File: src/rtl/i2cms_pkg.sv
`default_nettype none

package i2cms_pkg;

    typedef enum logic [3:0] {
        PH_IDLE   = 4'd0,
        PH_START  = 4'd1,
        PH_SLA_W  = 4'd2,
        PH_ADDR_H = 4'd3,
        PH_ADDR_L = 4'd4,
        PH_NEED   = 4'd5,
        PH_DATA   = 4'd6,
        PH_RSTART = 4'd7,
        PH_SLA_R  = 4'd8,
        PH_READ   = 4'd9
    } t_phase;

    localparam logic [2:0] MODE_BEGIN_WR = 3'd0;
    localparam logic [2:0] MODE_BEGIN_RD = 3'd1;
    localparam logic [2:0] MODE_WR_BYTE  = 3'd2;
    localparam logic [2:0] MODE_DONE     = 3'd3;
    localparam logic [2:0] MODE_TICK     = 3'd4;

    localparam logic [2:0] CMD_NONE  = 3'd0;
    localparam logic [2:0] CMD_START = 3'd1;
    localparam logic [2:0] CMD_SEND  = 3'd2;
    localparam logic [2:0] CMD_RACK  = 3'd3;
    localparam logic [2:0] CMD_RNACK = 3'd4;
    localparam logic [2:0] CMD_STOP  = 3'd5;

    localparam logic [2:0] ERR_NONE      = 3'd0;
    localparam logic [2:0] ERR_START     = 3'd1;
    localparam logic [2:0] ERR_ADDR_NACK = 3'd2;
    localparam logic [2:0] ERR_DATA_NACK = 3'd3;
    localparam logic [2:0] ERR_READ      = 3'd4;
    localparam logic [2:0] ERR_TIMEOUT   = 3'd5;

    localparam logic [7:0] ST_MASK           = 8'hF8;
    localparam logic [7:0] STAT_START        = 8'h08;
    localparam logic [7:0] STAT_RESTART      = 8'h10;
    localparam logic [7:0] STAT_WR_ADDR_ACK  = 8'h18;
    localparam logic [7:0] STAT_WR_DATA_ACK  = 8'h28;
    localparam logic [7:0] STAT_RD_ADDR_ACK  = 8'h40;
    localparam logic [7:0] STAT_RD_DATA_ACK  = 8'h50;
    localparam logic [7:0] STAT_RD_DATA_NACK = 8'h58;

    localparam logic [7:0] RW_READ_BIT     = 8'h01;
    localparam logic [7:0] TIMEOUT_RESET   = 8'd50;

    typedef struct packed {
        logic [2:0] bus_command;
        logic [7:0] command_byte;
        logic       want_data;
        logic       read_valid;
        logic [7:0] read_byte;
        logic       finished;
        logic [2:0] error_code;
    } t_result;

endpackage

`default_nettype wire

File: src/rtl/i2c_master_transaction_sequencer.sv
`default_nettype none
// i2c master register transaction sequencer
// input channel (i_valid / o_ready) carries one event per transaction: a begin
// write or begin read request, a write data byte, an engine completion with its
// status and received byte, or a timer tick. every event gives exactly one
// result on the output channel (o_valid / i_ready): the next engine command
// with its byte, a data request, a received byte, the finished flag or an
// error code (all zero when the event is ignored).
// o_valid rises in the cycle after input acceptance; one event is taken
// per cycle, set by the single result register after the phase update logic.
// while a result waits on a stalled receiver the block still takes the next
// event if the result is taken in the same cycle; otherwise o_ready drops
// until the result register is freed.
// the timeout register is written through i_cfg_valid / o_cfg_ready / i_cfg_data
// and is always ready; write it only while no transaction is in flight.
// synchronous active-low reset returns the sequencer to idle, clears the
// output register valid and sets the timeout to 50 ticks.
module i2c_master_transaction_sequencer (
    input  wire logic       i_clk,
    input  wire logic       i_rst_n,
    input  wire logic       i_valid,
    output logic            o_ready,
    input  wire logic [2:0] i_mode,
    input  wire logic [7:0] i_dev_address,
    input  wire logic [15:0] i_reg_address,
    input  wire logic [1:0] i_address_length,
    input  wire logic [7:0] i_byte_count,
    input  wire logic [7:0] i_tx_byte,
    input  wire logic [7:0] i_bus_status,
    input  wire logic [7:0] i_rx_byte,
    output logic            o_valid,
    input  wire logic       i_ready,
    output logic [2:0]      o_bus_command,
    output logic [7:0]      o_command_byte,
    output logic            o_want_data,
    output logic            o_read_valid,
    output logic [7:0]      o_read_byte,
    output logic            o_finished,
    output logic [2:0]      o_error_code,
    input  wire logic       i_cfg_valid,
    output logic            o_cfg_ready,
    input  wire logic [7:0] i_cfg_data
);
    import i2cms_pkg::*;

    t_phase      r_phase, n_phase;
    logic        r_is_read, n_is_read;
    logic [7:0]  r_device, n_device;
    logic [15:0] r_address, n_address;
    logic [1:0]  r_addr_len, n_addr_len;
    logic [7:0]  r_bytes_left, n_bytes_left;
    logic [7:0]  r_wait_count, n_wait_count;
    logic [7:0]  r_timeout_ticks;
    logic        r_out_valid;
    t_result     r_result, n_result;

    logic        w_accept;
    logic        w_busy;
    logic [7:0]  w_status;
    logic        w_status_ok;
    logic [2:0]  w_fail_code;
    logic [7:0]  w_left_dec;

    assign o_ready     = !r_out_valid || i_ready;
    assign w_accept    = i_valid && o_ready;
    assign o_cfg_ready = 1'b1;
    assign w_busy      = (r_phase != PH_IDLE) && (r_phase != PH_NEED);
    assign w_status    = i_bus_status & ST_MASK;
    assign w_left_dec  = r_bytes_left - 8'd1;

    // status check and error code for the phase awaiting completion
    always_comb begin
        w_status_ok = 1'b0;
        w_fail_code = ERR_NONE;
        unique case (r_phase)
            PH_START, PH_RSTART: begin
                w_status_ok = (w_status == STAT_START) || (w_status == STAT_RESTART);
                w_fail_code = ERR_START;
            end
            PH_SLA_W: begin
                w_status_ok = (w_status == STAT_WR_ADDR_ACK);
                w_fail_code = ERR_ADDR_NACK;
            end
            PH_SLA_R: begin
                w_status_ok = (w_status == STAT_RD_ADDR_ACK);
                w_fail_code = ERR_ADDR_NACK;
            end
            PH_ADDR_H, PH_ADDR_L, PH_DATA: begin
                w_status_ok = (w_status == STAT_WR_DATA_ACK);
                w_fail_code = ERR_DATA_NACK;
            end
            PH_READ: begin
                w_status_ok = (w_status == STAT_RD_DATA_ACK) ||
                              (w_status == STAT_RD_DATA_NACK);
                w_fail_code = ERR_READ;
            end
            default: begin
                w_status_ok = 1'b0;
                w_fail_code = ERR_NONE;
            end
        endcase
    end

    // next state
    always_comb begin
        n_phase      = r_phase;
        n_is_read    = r_is_read;
        n_device     = r_device;
        n_address    = r_address;
        n_addr_len   = r_addr_len;
        n_bytes_left = r_bytes_left;
        n_wait_count = r_wait_count;
        if (w_accept) begin
            case (i_mode)
                MODE_BEGIN_WR, MODE_BEGIN_RD: begin
                    if (r_phase == PH_IDLE) begin
                        n_is_read    = (i_mode == MODE_BEGIN_RD);
                        n_device     = i_dev_address;
                        n_address    = i_reg_address;
                        n_addr_len   = i_address_length;
                        n_bytes_left = i_byte_count;
                        n_phase      = PH_START;
                        n_wait_count = r_timeout_ticks;
                    end
                end
                MODE_WR_BYTE: begin
                    if (r_phase == PH_NEED) begin
                        n_phase      = PH_DATA;
                        n_wait_count = r_timeout_ticks;
                    end
                end
                MODE_DONE: begin
                    if (w_busy) begin
                        if (!w_status_ok) begin
                            n_phase = PH_IDLE;
                        end else begin
                            unique case (r_phase)
                                PH_START: begin
                                    n_phase      = PH_SLA_W;
                                    n_wait_count = r_timeout_ticks;
                                end
                                PH_RSTART: begin
                                    n_phase      = PH_SLA_R;
                                    n_wait_count = r_timeout_ticks;
                                end
                                PH_SLA_W, PH_ADDR_H, PH_ADDR_L: begin
                                    if (r_phase == PH_SLA_W && r_addr_len == 2'd2) begin
                                        n_phase      = PH_ADDR_H;
                                        n_wait_count = r_timeout_ticks;
                                    end else if ((r_phase == PH_SLA_W && r_addr_len != 2'd0)
                                                 || r_phase == PH_ADDR_H) begin
                                        n_phase      = PH_ADDR_L;
                                        n_wait_count = r_timeout_ticks;
                                    end else if (r_is_read) begin
                                        n_phase      = PH_RSTART;
                                        n_wait_count = r_timeout_ticks;
                                    end else if (r_bytes_left == 8'd0) begin
                                        n_phase      = PH_IDLE;
                                        n_bytes_left = 8'd0;
                                    end else begin
                                        n_phase = PH_NEED;
                                    end
                                end
                                PH_DATA: begin
                                    n_bytes_left = w_left_dec;
                                    n_phase      = (w_left_dec == 8'd0) ? PH_IDLE : PH_NEED;
                                end
                                PH_SLA_R: begin
                                    n_phase      = PH_READ;
                                    n_wait_count = r_timeout_ticks;
                                end
                                PH_READ: begin
                                    if (r_bytes_left > 8'd1) begin
                                        n_bytes_left = w_left_dec;
                                        n_wait_count = r_timeout_ticks;
                                    end else begin
                                        n_phase      = PH_IDLE;
                                        n_bytes_left = 8'd0;
                                    end
                                end
                                default: begin
                                    n_phase = r_phase;
                                end
                            endcase
                        end
                    end
                end
                MODE_TICK: begin
                    if (w_busy) begin
                        if (r_wait_count <= 8'd1) begin
                            n_wait_count = 8'd0;
                            n_phase      = PH_IDLE;
                        end else begin
                            n_wait_count = r_wait_count - 8'd1;
                        end
                    end
                end
                default: begin
                    n_phase = r_phase;
                end
            endcase
        end
    end

    // result of the accepted transaction
    always_comb begin
        n_result = '0;
        case (i_mode)
            MODE_BEGIN_WR, MODE_BEGIN_RD: begin
                if (r_phase == PH_IDLE) begin
                    n_result.bus_command = CMD_START;
                end
            end
            MODE_WR_BYTE: begin
                if (r_phase == PH_NEED) begin
                    n_result.bus_command  = CMD_SEND;
                    n_result.command_byte = i_tx_byte;
                end
            end
            MODE_DONE: begin
                if (w_busy) begin
                    if (!w_status_ok) begin
                        n_result.error_code = w_fail_code;
                    end else begin
                        unique case (r_phase)
                            PH_START: begin
                                n_result.bus_command  = CMD_SEND;
                                n_result.command_byte = r_device & ~RW_READ_BIT;
                            end
                            PH_RSTART: begin
                                n_result.bus_command  = CMD_SEND;
                                n_result.command_byte = r_device | RW_READ_BIT;
                            end
                            PH_SLA_W, PH_ADDR_H, PH_ADDR_L: begin
                                if (r_phase == PH_SLA_W && r_addr_len == 2'd2) begin
                                    n_result.bus_command  = CMD_SEND;
                                    n_result.command_byte = r_address[15:8];
                                end else if ((r_phase == PH_SLA_W && r_addr_len != 2'd0)
                                             || r_phase == PH_ADDR_H) begin
                                    n_result.bus_command  = CMD_SEND;
                                    n_result.command_byte = r_address[7:0];
                                end else if (r_is_read) begin
                                    n_result.bus_command = CMD_START;
                                end else if (r_bytes_left == 8'd0) begin
                                    n_result.bus_command = CMD_STOP;
                                    n_result.finished    = 1'b1;
                                end else begin
                                    n_result.want_data = 1'b1;
                                end
                            end
                            PH_DATA: begin
                                if (w_left_dec == 8'd0) begin
                                    n_result.bus_command = CMD_STOP;
                                    n_result.finished    = 1'b1;
                                end else begin
                                    n_result.want_data = 1'b1;
                                end
                            end
                            PH_SLA_R: begin
                                n_result.bus_command =
                                    (r_bytes_left > 8'd1) ? CMD_RACK : CMD_RNACK;
                            end
                            PH_READ: begin
                                n_result.read_valid = 1'b1;
                                n_result.read_byte  = i_rx_byte;
                                if (r_bytes_left > 8'd1) begin
                                    n_result.bus_command =
                                        (w_left_dec > 8'd1) ? CMD_RACK : CMD_RNACK;
                                end else begin
                                    n_result.bus_command = CMD_STOP;
                                    n_result.finished    = 1'b1;
                                end
                            end
                            default: begin
                                n_result.bus_command = CMD_NONE;
                            end
                        endcase
                    end
                end
            end
            MODE_TICK: begin
                if (w_busy && r_wait_count <= 8'd1) begin
                    n_result.error_code = ERR_TIMEOUT;
                end
            end
            default: begin
                n_result.bus_command = CMD_NONE;
            end
        endcase
    end

    always_ff @(posedge i_clk) begin
        if (!i_rst_n) begin
            r_phase         <= PH_IDLE;
            r_is_read       <= 1'b0;
            r_device        <= 8'd0;
            r_address       <= 16'd0;
            r_addr_len      <= 2'd0;
            r_bytes_left    <= 8'd0;
            r_wait_count    <= 8'd0;
            r_timeout_ticks <= TIMEOUT_RESET;
            r_out_valid     <= 1'b0;
        end else begin
            r_phase      <= n_phase;
            r_is_read    <= n_is_read;
            r_device     <= n_device;
            r_address    <= n_address;
            r_addr_len   <= n_addr_len;
            r_bytes_left <= n_bytes_left;
            r_wait_count <= n_wait_count;
            if (i_cfg_valid) begin
                r_timeout_ticks <= i_cfg_data;
            end
            if (w_accept) begin
                r_out_valid <= 1'b1;
            end else if (i_ready) begin
                r_out_valid <= 1'b0;
            end
        end
    end

    always_ff @(posedge i_clk) begin
        if (w_accept) begin
            r_result <= n_result;
        end
    end

    assign o_valid        = r_out_valid;
    assign o_bus_command  = r_result.bus_command;
    assign o_command_byte = r_result.command_byte;
    assign o_want_data    = r_result.want_data;
    assign o_read_valid   = r_result.read_valid;
    assign o_read_byte    = r_result.read_byte;
    assign o_finished     = r_result.finished;
    assign o_error_code   = r_result.error_code;

endmodule

`default_nettype wire

File: config.mk
export PLATFORM = sky130hd
export DESIGN_NAME = i2c_master_transaction_sequencer
export DESIGN_NICKNAME = d
export VERILOG_FILES = /design/src/rtl/i2cms_pkg.sv /design/src/rtl/i2c_master_transaction_sequencer.sv
export SDC_FILE = /design/constraint.sdc
export NUM_CORES = 1
export LEC_CHECK = 0
export BUFFER_PORTS_ARGS = -buffer_cell sky130_fd_sc_hd__buf_2
export CORE_ASPECT_RATIO = 1.5
export CORE_MARGIN = 2
export CORE_UTILIZATION = 52
export DETAILED_ROUTE_END_ITERATION = 16
export GPL_TIMING_DRIVEN = 0
export PLACE_DENSITY = 0.76
export RECOVER_POWER = 25
export SETUP_SLACK_MARGIN = 0.5
export SKIP_CTS_REPAIR_TIMING = 1
export SYNTH_ARGS = -nofsm -noshare
export SYNTH_HDL_FRONTEND = slang
export SYNTH_SLANG_ARGS = --single-unit
File: constraint.sdc
create_clock -name i_clk -period 3 [get_ports i_clk]
set_input_delay 0.45 -clock i_clk [delete_from_list [all_inputs] [get_ports i_clk]]
set_output_delay 0.45 -clock i_clk [all_outputs]
set_load 0.05 [all_outputs]
==> results of run 1 <==
path summary, 6_finish.rpt:
check / to / slack [ns] / cells after the start
worst max-delay path: r_wait_count[2] / 0.43 / 8
worst min-delay path: r_timeout_ticks[4] / 0.33 / 3
worst max register to register: r_wait_count[2] / 0.43 / 8
worst min register to register: r_device[5] / 0.46 / 2
state kept, by name, summed over array words and instances, names as in the netlist:
| name | count |
|---|---|
| o_want_data | 1 |
| r_device | 7 |
| o_finished | 1 |
| r_bytes_left | 8 |
| r_address | 16 |
| r_timeout_ticks | 8 |
| r_phase | 4 |
| o_valid | 1 |
| o_command_byte | 8 |
| o_error_code | 3 |
| o_read_valid | 1 |
| r_wait_count | 8 |
| o_read_byte | 8 |
| r_is_read | 1 |
| r_addr_len | 2 |
| o_bus_command | 3 |
power groups by stage:
stage               Clock, uW  Combinational, uW  Sequential (uW)
floorplan                   0                257             1270
global placement            0                455             1210
detailed placement          0                459             1210
CTS                      1070                461             1190
global route             1110                566             1200
finish                   1070                525             1190
worst max-delay path, cell delays in order (launching register included):
cell,delay [ns]
dfxtp_1,0.31
buf_6,0.12
or3b_4,0.40
or4_4,0.45
a311o_2,0.40
a221oi_4,0.29
buf_6,0.16
o221a_2,0.22
o32ai_2,0.07
final cells by class:
type                    instances  area (um^2)  area share, %
repair buffers                111        579.3          9.853
inverters                      15        62.56          1.064
plain buffers                  35        178.9          3.043
flip-flops and latches         80         1862          31.67
well taps                     110        137.6          2.341
clock buffers                  10        239.0          4.065
clock inverters                 6        48.80         0.8300
multi-input cells             422         2771          47.14
stage by stage:
stage / util [%] / hold WS (ns) / setup slack, ns / power, uW / std cells
finish: 67.40 / 0.3271 / 0.4313 / 2788 / 789
global route: 67.40 / 0.3384 / 0.4085 / 2878 / 789
CTS: 62.84 / 0.3245 / -0.2264 / 2726 / 770
detailed placement: 59.54 / 0.4496 / -0.2094 / 1673 / 754
global placement: 59.54 / 0.4422 / -0.1409 / 1667 / 754
floorplan: - / 0.4357 / 0.5211 / 1524 / 552
synthesized netlist by cell type, drive strengths merged (4+ instances only):
cell type / n
ha: 7
nand2: 109
or2: 4
nor3: 13
a222oi: 7
nor2: 36
edfxtp: 25
nor2b: 8
mux2i: 14
o211a: 4
and3: 11
nand3: 9
buf: 8
or3: 4
clkbuf: 27
nor4: 6
o31ai: 4
o211ai: 10
a311oi: 4
inv: 14
a211oi: 4
a21oi: 50
o21ai: 31
a221oi: 4
and2: 6
dfxtp: 55
or4: 4
nand2b: 7
cells by family (layout without fill, tap and decap cells):
| logic type | count (synthesis) | in the layout | share of synthesized area [%] |
|---|---|---|---|
| simple gates | 237 | 237 | 25.08 |
| compound gates | 158 | 158 | 24.18 |
| flops | 80 | 80 | 40.35 |
| buf+inv | 50 | 177 | 4.389 |
| mux | 14 | 14 | 3.053 |
| fa+ha+maj | 7 | 7 | 1.908 |
| xor+xnor | 5 | 5 | 0.9544 |
| other cells | 1 | 1 | 0.08171 |
per-layer routing:
metal	track usage, %	up-vias	share of wire [%]
met1	34.14	2245	39
met5	0	-	0
met4	13.56	0	4.2
met3	4.848	42	6.5
li1	-	2261	-
met2	51.72	234	50
cell usage in the layout (no fill, tap or decap), types with 4 or more instances in the layout:
cell type / count
a21oi_1: 47
a222oi_1: 7
and2_1: 5
and3_1: 11
buf_2: 70
buf_4: 18
buf_6: 5
clkbuf_1: 42
clkbuf_16: 9
clkbuf_2: 8
dfxtp_1: 51
edfxtp_1: 25
ha_1: 6
inv_1: 11
mux2i_1: 13
nand2_1: 109
nand2b_1: 5
nand3_1: 7
nor2_1: 35
nor2b_1: 8
nor3_1: 11
o211a_1: 4
o211ai_1: 10
o21ai_0: 26
o31ai_1: 4
or3_1: 4
==> summary.txt, run 1 <==
Placed design
  • Final Wtd Congestion: 0.9831
  • Number of I/O port buffers: 92
  • Dpl hpwl: 10530 um
  • Placed Area: 0.005194 mm^2

GRT
  • Global-route wire length before repair: 21880 um
  • Number of global-route vias before repair: 4469
  • Pin count of the biggest net entering global routing: 28
  • Gr usage total: 29.44%
  • Grt ovf: 0
  • Antenna violations before repair: 0

Routing
  • Post-DRT Antenna Nets: 0
  • Starting DRT DRC Count: 457
  • DR WL/cell: 18.34 um
  • Vias per inst: 6.061
  • Routed wire length: 14470 um
  • DR vias: 4782
  • Drt pass-1 iters: 6
  • DR DRC count: 0

Clock tree
  • CTS tree: yes
  • Clock sink count: 80
  • H-tree depth: 3
  • CTS buffer count: 9
  • Worst-path clk slew: 0.07 ns
  • Clk_lat worst skew: 0.34 ns
  • Longest Clk Path Bufs: 2
  • CTS root buffer: clkbuf_16

Timing
  • Unrepaired setup endpoints after global routing: yes
  • Final Hold Fails: 0
  • Final Skew: 0.006191 ns
  • Period utilisation layout: 85.62%
  • Worst Tran Pin Value: 0.8263 ns
  • Worst rel slew slack: 44.46%
  • Final setup vio count: 0
  • Post-layout minimum cycle time: 2.569 ns
  • Setup TNS: 0 ns
  • Max Fclk: 0.3893 GHz
  • Slew Limit Fails: 0

Layout
  • Post-route cell area: 0.005879 mm^2
  • Layout Area Growth over Synthesis: 28.11%
  • N_diodes: 0
  • Number of fillers in the final layout: 796
  • Nets: 755
  • Share of layout cells above drive strength 1: 25.92%

Status
  • Status: finished, final reports clean

Logic synthesis
  • Asr flop ratio synth: 0%
  • Cell Area, Synth: 0.004589 mm^2
  • Ys flop type: dfxtp_1
  • Sequential share of the synthesized area: 40.35%
  • Synthesized net count: 633
  • EDFF count, synth: 25
  • Synth Register Bits: 80
  • Yosys warns: 0
  • Cell taking the most area after synthesis: dfxtp_1
  • Synth cell types: 77
  • Post-Syn Instances: 552
  • Synth area leaders: dfxtp_1 (24%), edfxtp_1 (16%), nand2_1 (8.9%)
  • Synth Area per Inst: 8.314 um^2
  • Yosys top cell area share: 23.99%

Worst hold path
  • HP Class: in -> reg
  • Worst hold start: i_cfg_data[4]

Power
  • Net switching power: 844.5 uW
  • Power density cells: 474.2 mW/mm^2
  • Part of the power in registers: 42.8%
  • Internal power: 1943 uW
  • Clock group share of total power: 38.4%
  • Sw Share: 30.29%
  • Logic pwr share: 18.8%
  • Static Leak: 0.002275 uW
  • Worst vdd ir: 0.0003688 V

Worst setup path
  • Critical path type: reg -> reg
  • Critical Path Source Type: flip-flop
  • Crit path arrival time: 2.77 ns
  • CP Max Fanout: 6
  • Crit path launch: r_phase[1]
  • Worst r2r src: r_phase[1]
  • Worst Path Required: 3.20 ns
  • Critical path endpoint category: flip-flop

Floorplanning
  • Die Y-Extent: 119.1 um
  • Die Width: 80.71 um
  • DIE AREA: 0.009609 mm^2
  • Initial Util: 52.61%
  • Core region area: 0.008723 mm^2
  • # IOs: 102
  • Row count: 42

Run
  • Max-cap viol count: 0
No activity file was read; power rests on OpenSTA's default activity.
==> inputs of run 2 (changes only) <==
- CORE_UTILIZATION: 52 -> 35
- MAX_ROUTING_LAYER: default -> met4
- PLACE_DENSITY: 0.76 -> 0.55
==> run 2 against run 1 <==
  * Hold slack worse by 0.0075 ns
  * Setup slack worse by 0.046 ns
  * Non-clock buffer count up 18
  * Combinational power up 4%
  * Clock skew up 0.0032 ns
  * Die area up 46%
  * Clock power about the same
  * Sequential cell count unchanged
  * Total power up 0.88%
  * Routed wire length up 7.9%
  * Via count up 0.69%
  * Global-route usage down 7.9 points
  * Largest cell class unchanged
==> summary.txt, run 2 (synthesis gave the netlist of run 1 again) <==
Worst setup path
  • Crit path arrival time: 2.84 ns (was 2.77 ns)
  • Critical-path cell list: buf_6, or3b_4, or4_4, a311o_2, a221oi_4, buf_4, o211ai_1, o2bb2ai_1 (was buf_6, or3b_4, or4_4, a311o_2, a221oi_4, buf_6, o221a_2, o32ai_2)
  • Worst r2r src: r_phase[1] (unchanged)
  • Worst reg2reg setup slack: 0.39 ns (was 0.43 ns)
  • Critical path type: reg -> reg (unchanged)
  • CP Max Fanout: 5 (was 6)
  • Levels on crit path: 8 (unchanged)
  • Critical Path Slowest Stage Cell: or4_4 (unchanged)
  • Critical Path Source Type: flip-flop (unchanged)
  • Reg2reg path depth: 8 (unchanged)
  • Slowest cell delay on critical path: 0.45 ns (about the same)
  • Setup crit end: r_wait_count[5] (was r_wait_count[2])
  • Worst Path Required: 3.23 ns (was 3.20 ns)
  • R2R Path End: r_wait_count[5] (was r_wait_count[2])
  • Kind of cell adding the most delay to the critical path: compound AO/OA/AOI/OAI gates (unchanged)
  • CP bufs+invs: 2 (unchanged)
  • Crit path launch: r_phase[1] (unchanged)
  • Critical path endpoint category: flip-flop (unchanged)

Power
  • Logic pwr share: 19.4% (was 18.8%)
  • Total Power: 2813 uW (was 2788 uW)
  • Clock group share of total power: 38.2% (was 38.4%)
  • Internal power: 1953 uW (was 1943 uW)
  • Sw Share: 30.54% (was 30.29%)
  • Part of the power in registers: 42.4% (was 42.8%)
  • Power density cells: 459.3 mW/mm^2 (was 474.2 mW/mm^2)
  • Worst vdd ir: 0.0002796 V (was 0.0003688 V)
  • Static Leak: 0.002375 uW (was 0.002275 uW)
  • Net switching power: 859.1 uW (was 844.5 uW)

Clock tree
  • CTS buffer count: 9 (unchanged)
  • Clk_lat worst skew: 0.35 ns (was 0.34 ns)
  • H-tree depth: 3 (unchanged)
  • CTS tree: yes (unchanged)
  • CTS root buffer: clkbuf_16 (unchanged)
  • Longest Clk Path Bufs: 2 (unchanged)
  • Worst-path clk slew: 0.06 ns (was 0.07 ns)
  • Clock sink count: 80 (unchanged)

Floorplanning
  • DIE AREA: 0.01406 mm^2 (was 0.009609 mm^2)
  • # IOs: 102 (unchanged)
  • Die Y-Extent: 144.2 um (was 119.1 um)
  • Die Width: 97.50 um (was 80.71 um)
  • Initial Util: 35.60% (was 52.61%)
  • Core region area: 0.01289 mm^2 (was 0.008723 mm^2)
  • Row count: 51 (was 42)

Run
  • Max-cap viol count: 0 (unchanged)

Layout
  • Most frequent cells in the layout: nand2_1 (109), buf_2 (71), dfxtp_1 (51) (was nand2_1 (109), buf_2 (70), dfxtp_1 (51))
  • Commonest non-fill, non-tap cell in the layout: nand2_1 (unchanged)
  • Layout Cells excl Fill: 856 (was 789)
  • Most flops, register: r_address (unchanged)
  • Max FFs per register: 16 (unchanged)
  • Share of layout cells above drive strength 1: 28.55% (was 25.92%)
  • Nets: 773 (was 755)
  • N_diodes: 0 (unchanged)
  • Layout Area Growth over Synthesis: 33.42% (was 28.11%)

GRT
  • Gr usage total: 21.57% (was 29.44%)
  • Number of global-route vias before repair: 4457 (was 4469)
  • Antenna violations before repair: 0 (unchanged)
  • Pin count of the biggest net entering global routing: 28 (unchanged)
  • Grt ovf: 0 (unchanged)
  • Global-route wire length before repair: 22960 um (was 21880 um)

Placed design
  • Placement Setup Slack: -0.2082 ns (was -0.2094 ns)
  • Dpl hpwl: 11400 um (was 10530 um)
  • Final Wtd Congestion: 0.9454 (was 0.9831)
  • Post-Place Cells: 803 (was 754)
  • Number of I/O port buffers: 92 (unchanged)

Timing
  • Slew Limit Fails: 0 (unchanged)
  • Setup TNS: 0 ns (unchanged)
  • Final Skew: 0.009356 ns (was 0.006191 ns)
  • Final setup vio count: 0 (unchanged)
  • Setup WS post-layout: 0.3855 ns (was 0.4313 ns)
  • Unrepaired setup endpoints after global routing: yes (unchanged)
  • Worst Tran Pin Value: 0.8187 ns (was 0.8263 ns)
  • Max Fclk: 0.3825 GHz (was 0.3893 GHz)
  • Final Hold Fails: 0 (unchanged)
  • Period utilisation layout: 87.15% (was 85.62%)
  • Post-layout minimum cycle time: 2.614 ns (was 2.569 ns)
  • Worst rel slew slack: 45.42% (was 44.46%)

Routing
  • DR WL/cell: 18.24 um (was 18.34 um)
  • Drt pass-1 iters: 8 (was 6)
  • Post-DRT Antenna Nets: 0 (unchanged)
  • Starting DRT DRC Count: 265 (was 457)
  • Routed wire length: 15610 um (was 14470 um)
  • DR vias: 4815 (was 4782)
  • Vias per inst: 5.625 (was 6.061)
  • DR DRC count: 0 (unchanged)

Status
  • Status: finished, final reports clean (unchanged)

Worst hold path
  • HP Class: in -> reg (unchanged)
run 2: cell type report:
class	count	area, um^2
repair buffers	129	739.5
multi-input cells	422	2788
well taps	159	198.9
clock buffers	10	239.0
clock inverters	6	46.29
fillers	1349	6766
plain buffers	35	187.7
flip-flops and latches	80	1862
inverters	15	62.56
run 2: worst min-delay path by stage:
stage          slack, ns                 end        startpoint  cells after the start
6_report            0.32  r_timeout_ticks[5]     i_cfg_data[5]                      3
5_1_grt             0.34         r_device[3]  i_dev_address[3]                      3
4_1_cts             0.31  r_timeout_ticks[5]     i_cfg_data[5]                      3
3_5_place_dp        0.45       r_address[12]     r_address[12]                      2
3_3_place_gp        0.44       r_address[10]     r_address[10]                      2
2_1_floorplan       0.44       r_address[10]     r_address[10]                      2
run 2: worst min-delay path, cell delays in order:
cell and delay (ns):
buf_2 0.07, mux2i_1 0.06, nand2_1 0.06
run 2: per-layer routing:
metal | vias up | wire, um | track usage, %
met4 | 0 | 638 | 11.55
li1 | 2301 | - | -
met1 | 2284 | 6069 | 23.56
met2 | 182 | 8150 | 38.08
met5 | - | 0 | -
met3 | 48 | 751 | 2.997
run 2: metrics by stage:
stage / hold WS [ns] / cell area (um^2) / util, %
6_report: 0.3196 / 6123 / 47.51
5_1_grt: 0.3379 / 6123 / 47.51
4_1_cts: 0.3147 / 5540 / 42.98
3_5_place_dp: 0.4473 / 5255 / 40.77
3_3_place_gp: 0.4435 / 5255 / 40.77
2_1_floorplan: 0.4357 / 4596 / -
run 2: power groups by stage:
stage	registers (uW)	clock network [uW]	logic, uW
finish	1190	1080	544
global route	1200	1140	587
CTS	1190	1100	469
detailed placement	1210	0	467
global placement	1210	0	466
floorplan	1270	0	257
==> inputs of run 3 (changes only) <==
- BUFFER_PORTS_ARGS: -buffer_cell sky130_fd_sc_hd__buf_2 -> -buffer_cell sky130_fd_sc_hd__buf_4
- SKIP_CTS_REPAIR_TIMING: 1 -> default
==> run 3 against run 2 <==
  * Non-clock buffer count down 9
  * Clock power about the same
  * Clock skew down 0.0017 ns
  * Final area up 2.0%
  * Critical path type unchanged
  * Largest cell class unchanged
  * Highest routed layer unchanged
==> summary.txt, run 3 (synthesis gave the netlist of run 1 again) <==
Power
  • Total Power: 2847 uW (was 2813 uW)
  • Sw Share: 30.42% (was 30.54%)
  • Net switching power: 866.3 uW (was 859.1 uW)
  • Clock group share of total power: 37.7% (was 38.2%)
  • Power density cells: 456.0 mW/mm^2 (was 459.3 mW/mm^2)
  • Internal power: 1981 uW (was 1953 uW)
  • Logic pwr share: 20.4% (was 19.4%)
  • Static Leak: 0.002387 uW (was 0.002375 uW)
  • Worst vdd ir: 0.0003377 V (was 0.0002796 V)
  • Part of the power in registers: 41.9% (was 42.4%)

Placed design
  • Post-Place Cells: 803 (unchanged)
  • Final Wtd Congestion: 0.9681 (was 0.9454)
  • Number of I/O port buffers: 92 (unchanged)
  • Dpl hpwl: 11690 um (was 11400 um)

Layout
  • Max FFs per register: 16 (unchanged)
  • Layout Area Growth over Synthesis: 36.07% (was 33.42%)
  • Layout Cells excl Fill: 848 (was 856)
  • Commonest non-fill, non-tap cell in the layout: nand2_1 (unchanged)
  • Share of layout cells above drive strength 1: 28.74% (was 28.55%)
  • Most flops, register: r_address (unchanged)
  • Nets: 765 (was 773)
  • Most frequent cells in the layout: nand2_1 (109), buf_4 (94), dfxtp_1 (50) (was nand2_1 (109), buf_2 (71), dfxtp_1 (51))
  • N_diodes: 0 (unchanged)
  • Number of fillers in the final layout: 1334 (was 1349)

Timing
  • Final Hold Fails: 0 (unchanged)
  • Final setup vio count: 0 (unchanged)
  • Max Fclk: 0.3821 GHz (was 0.3825 GHz)
  • Setup TNS: 0 ns (unchanged)
  • Slew Limit Fails: 0 (unchanged)
  • Worst rel slew slack: 47.08% (was 45.42%)
  • Post-layout minimum cycle time: 2.617 ns (was 2.614 ns)
  • Period utilisation layout: 87.24% (was 87.15%)
  • Final Skew: 0.007632 ns (was 0.009356 ns)
  • Worst Tran Pin Value: 0.7872 ns (was 0.8187 ns)
  • Unrepaired setup endpoints after global routing: yes (unchanged)

Floorplanning
  • DIE AREA: 0.01406 mm^2 (unchanged)
  • Die Width: 97.50 um (unchanged)
  • Die Y-Extent: 144.2 um (unchanged)
  • Core region area: 0.01289 mm^2 (unchanged)
  • Row count: 51 (unchanged)
  • Initial Util: 35.60% (unchanged)
  • # IOs: 102 (unchanged)

Routing
  • DR DRC count: 0 (unchanged)
  • DR WL/cell: 18.98 um (was 18.24 um)
  • Drt pass-1 iters: 7 (was 8)
  • Vias per inst: 5.702 (was 5.625)
  • DR vias: 4835 (was 4815)
  • Starting DRT DRC Count: 312 (was 265)
  • Post-DRT Antenna Nets: 0 (unchanged)
  • Routed wire length: 16100 um (was 15610 um)

Worst setup path
  • Critical path type: reg -> reg (unchanged)
  • Crit path launch: r_phase[1] (unchanged)
  • Critical Path Source Type: flip-flop (unchanged)
  • Worst r2r src: r_phase[1] (unchanged)
  • Worst reg2reg setup slack: 0.38 ns (was 0.39 ns)
  • CP Max Fanout: 4 (was 5)
  • Crit path arrival time: 2.82 ns (was 2.84 ns)
  • Critical path endpoint category: flip-flop (unchanged)
  • Worst Path Required: 3.21 ns (was 3.23 ns)

Clock tree
  • Clk_lat worst skew: 0.35 ns (about the same)
  • Clock sink count: 80 (unchanged)
  • CTS root buffer: clkbuf_16 (unchanged)
  • CTS tree: yes (unchanged)
  • CTS buffer count: 9 (unchanged)
  • H-tree depth: 3 (unchanged)
  • Worst-path clk slew: 0.07 ns (was 0.06 ns)
  • Longest Clk Path Bufs: 2 (unchanged)

GRT
  • Pin count of the biggest net entering global routing: 28 (unchanged)
  • Gr usage total: 22.81% (was 21.57%)
  • Met3 Track Usage GR: 3.722% (was 2.997%)
  • GRT busiest layer: met2 (unchanged)
  • Met1 Use GR: 25.32% (was 23.56%)
  • Antenna violations before repair: 0 (unchanged)
  • Met2 Track Usage GR: 39.24% (was 38.08%)
  • Number of global-route vias before repair: 4584 (was 4457)
  • Global-route wire length before repair: 24430 um (was 22960 um)
  • Grt ovf: 0 (unchanged)

Status
  • Status: finished, final reports clean (unchanged)

Worst hold path
  • Worst hold start: i_cfg_data[4] (was i_cfg_data[5])
  • HP Class: in -> reg (unchanged)

Run
  • Max-cap viol count: 0 (unchanged)
==> run 3: power groups by stage <==
stage / sequential [uW] / clock [uW] / combinational (uW)
after floorplan: 1270 / 0 / 257
after global placement: 1210 / 0 / 500
after detailed placement: 1220 / 0 / 502
after CTS: 1190 / 1090 / 561
after global routing: 1200 / 1140 / 622
final: 1190 / 1070 / 580
==> run 3: worst max-delay path, cell delays in order (launching register included) <==
cell and delay (ns):
dfxtp_1 0.31, buf_6 0.12, or3b_4 0.39, or4_4 0.44, a311o_2 0.40, a221oi_4 0.44, o221a_2 0.31, o32ai_2 0.07
==> run 3: worst paths after layout <==
check	endpoint	depth (start not counted)
setup reg to reg	r_wait_count[2]	7
setup / recovery	r_wait_count[2]	7
hold reg to reg	r_address[10]	2
hold / removal	r_timeout_ticks[4]	3
==> run 3: area by class of cell <==
type / instances / area, um^2 / area share (%)
Clock inverter: 6 / 51.30 / 0.8215
Clock buffer: 10 / 239.0 / 3.827
Sequential cell: 80 / 1863 / 29.83
Timing Repair inverter: 1 / 5.005 / 0.08014
Buffer: 35 / 190.2 / 3.045
Timing Repair Buffer: 120 / 812.0 / 13.00
Tap cell: 159 / 198.9 / 3.186
Multi-Input combinational cell: 422 / 2823 / 45.20
Inverter: 15 / 62.56 / 1.002
==> run 3: stage by stage <==
step	hold slack, ns	worst slack (ns)	utilization (%)	instance area (um^2)
4_1_cts	0.3115	0.4082	47.52	6126
6_report	0.3207	0.3828	48.45	6245
3_5_place_dp	0.4485	-0.2332	42.55	5485
2_1_floorplan	0.4357	0.5211	-	4596
5_1_grt	0.3483	0.3249	48.45	6245
3_3_place_gp	0.4434	-0.1726	42.55	5485
==> run 3: layer usage <==
layer  vias to the layer above  routed length, um
met5                         -                  0
met2                       206               8315
li1                       2292                  -
met1                      2281               6023
met3                        56               1001
met4                         0                757
==> run 3: timing repair <==
item | CTS | global route
endpoints found under the hold margin | 0 | 0
gates cloned | 0 | 1
gates resized for setup | 55 | 42
pin swaps | 15 | 15
endpoints found under the setup margin | 71 | 55
setup buffers | 21 | 7
hold buffers | 0 | 0
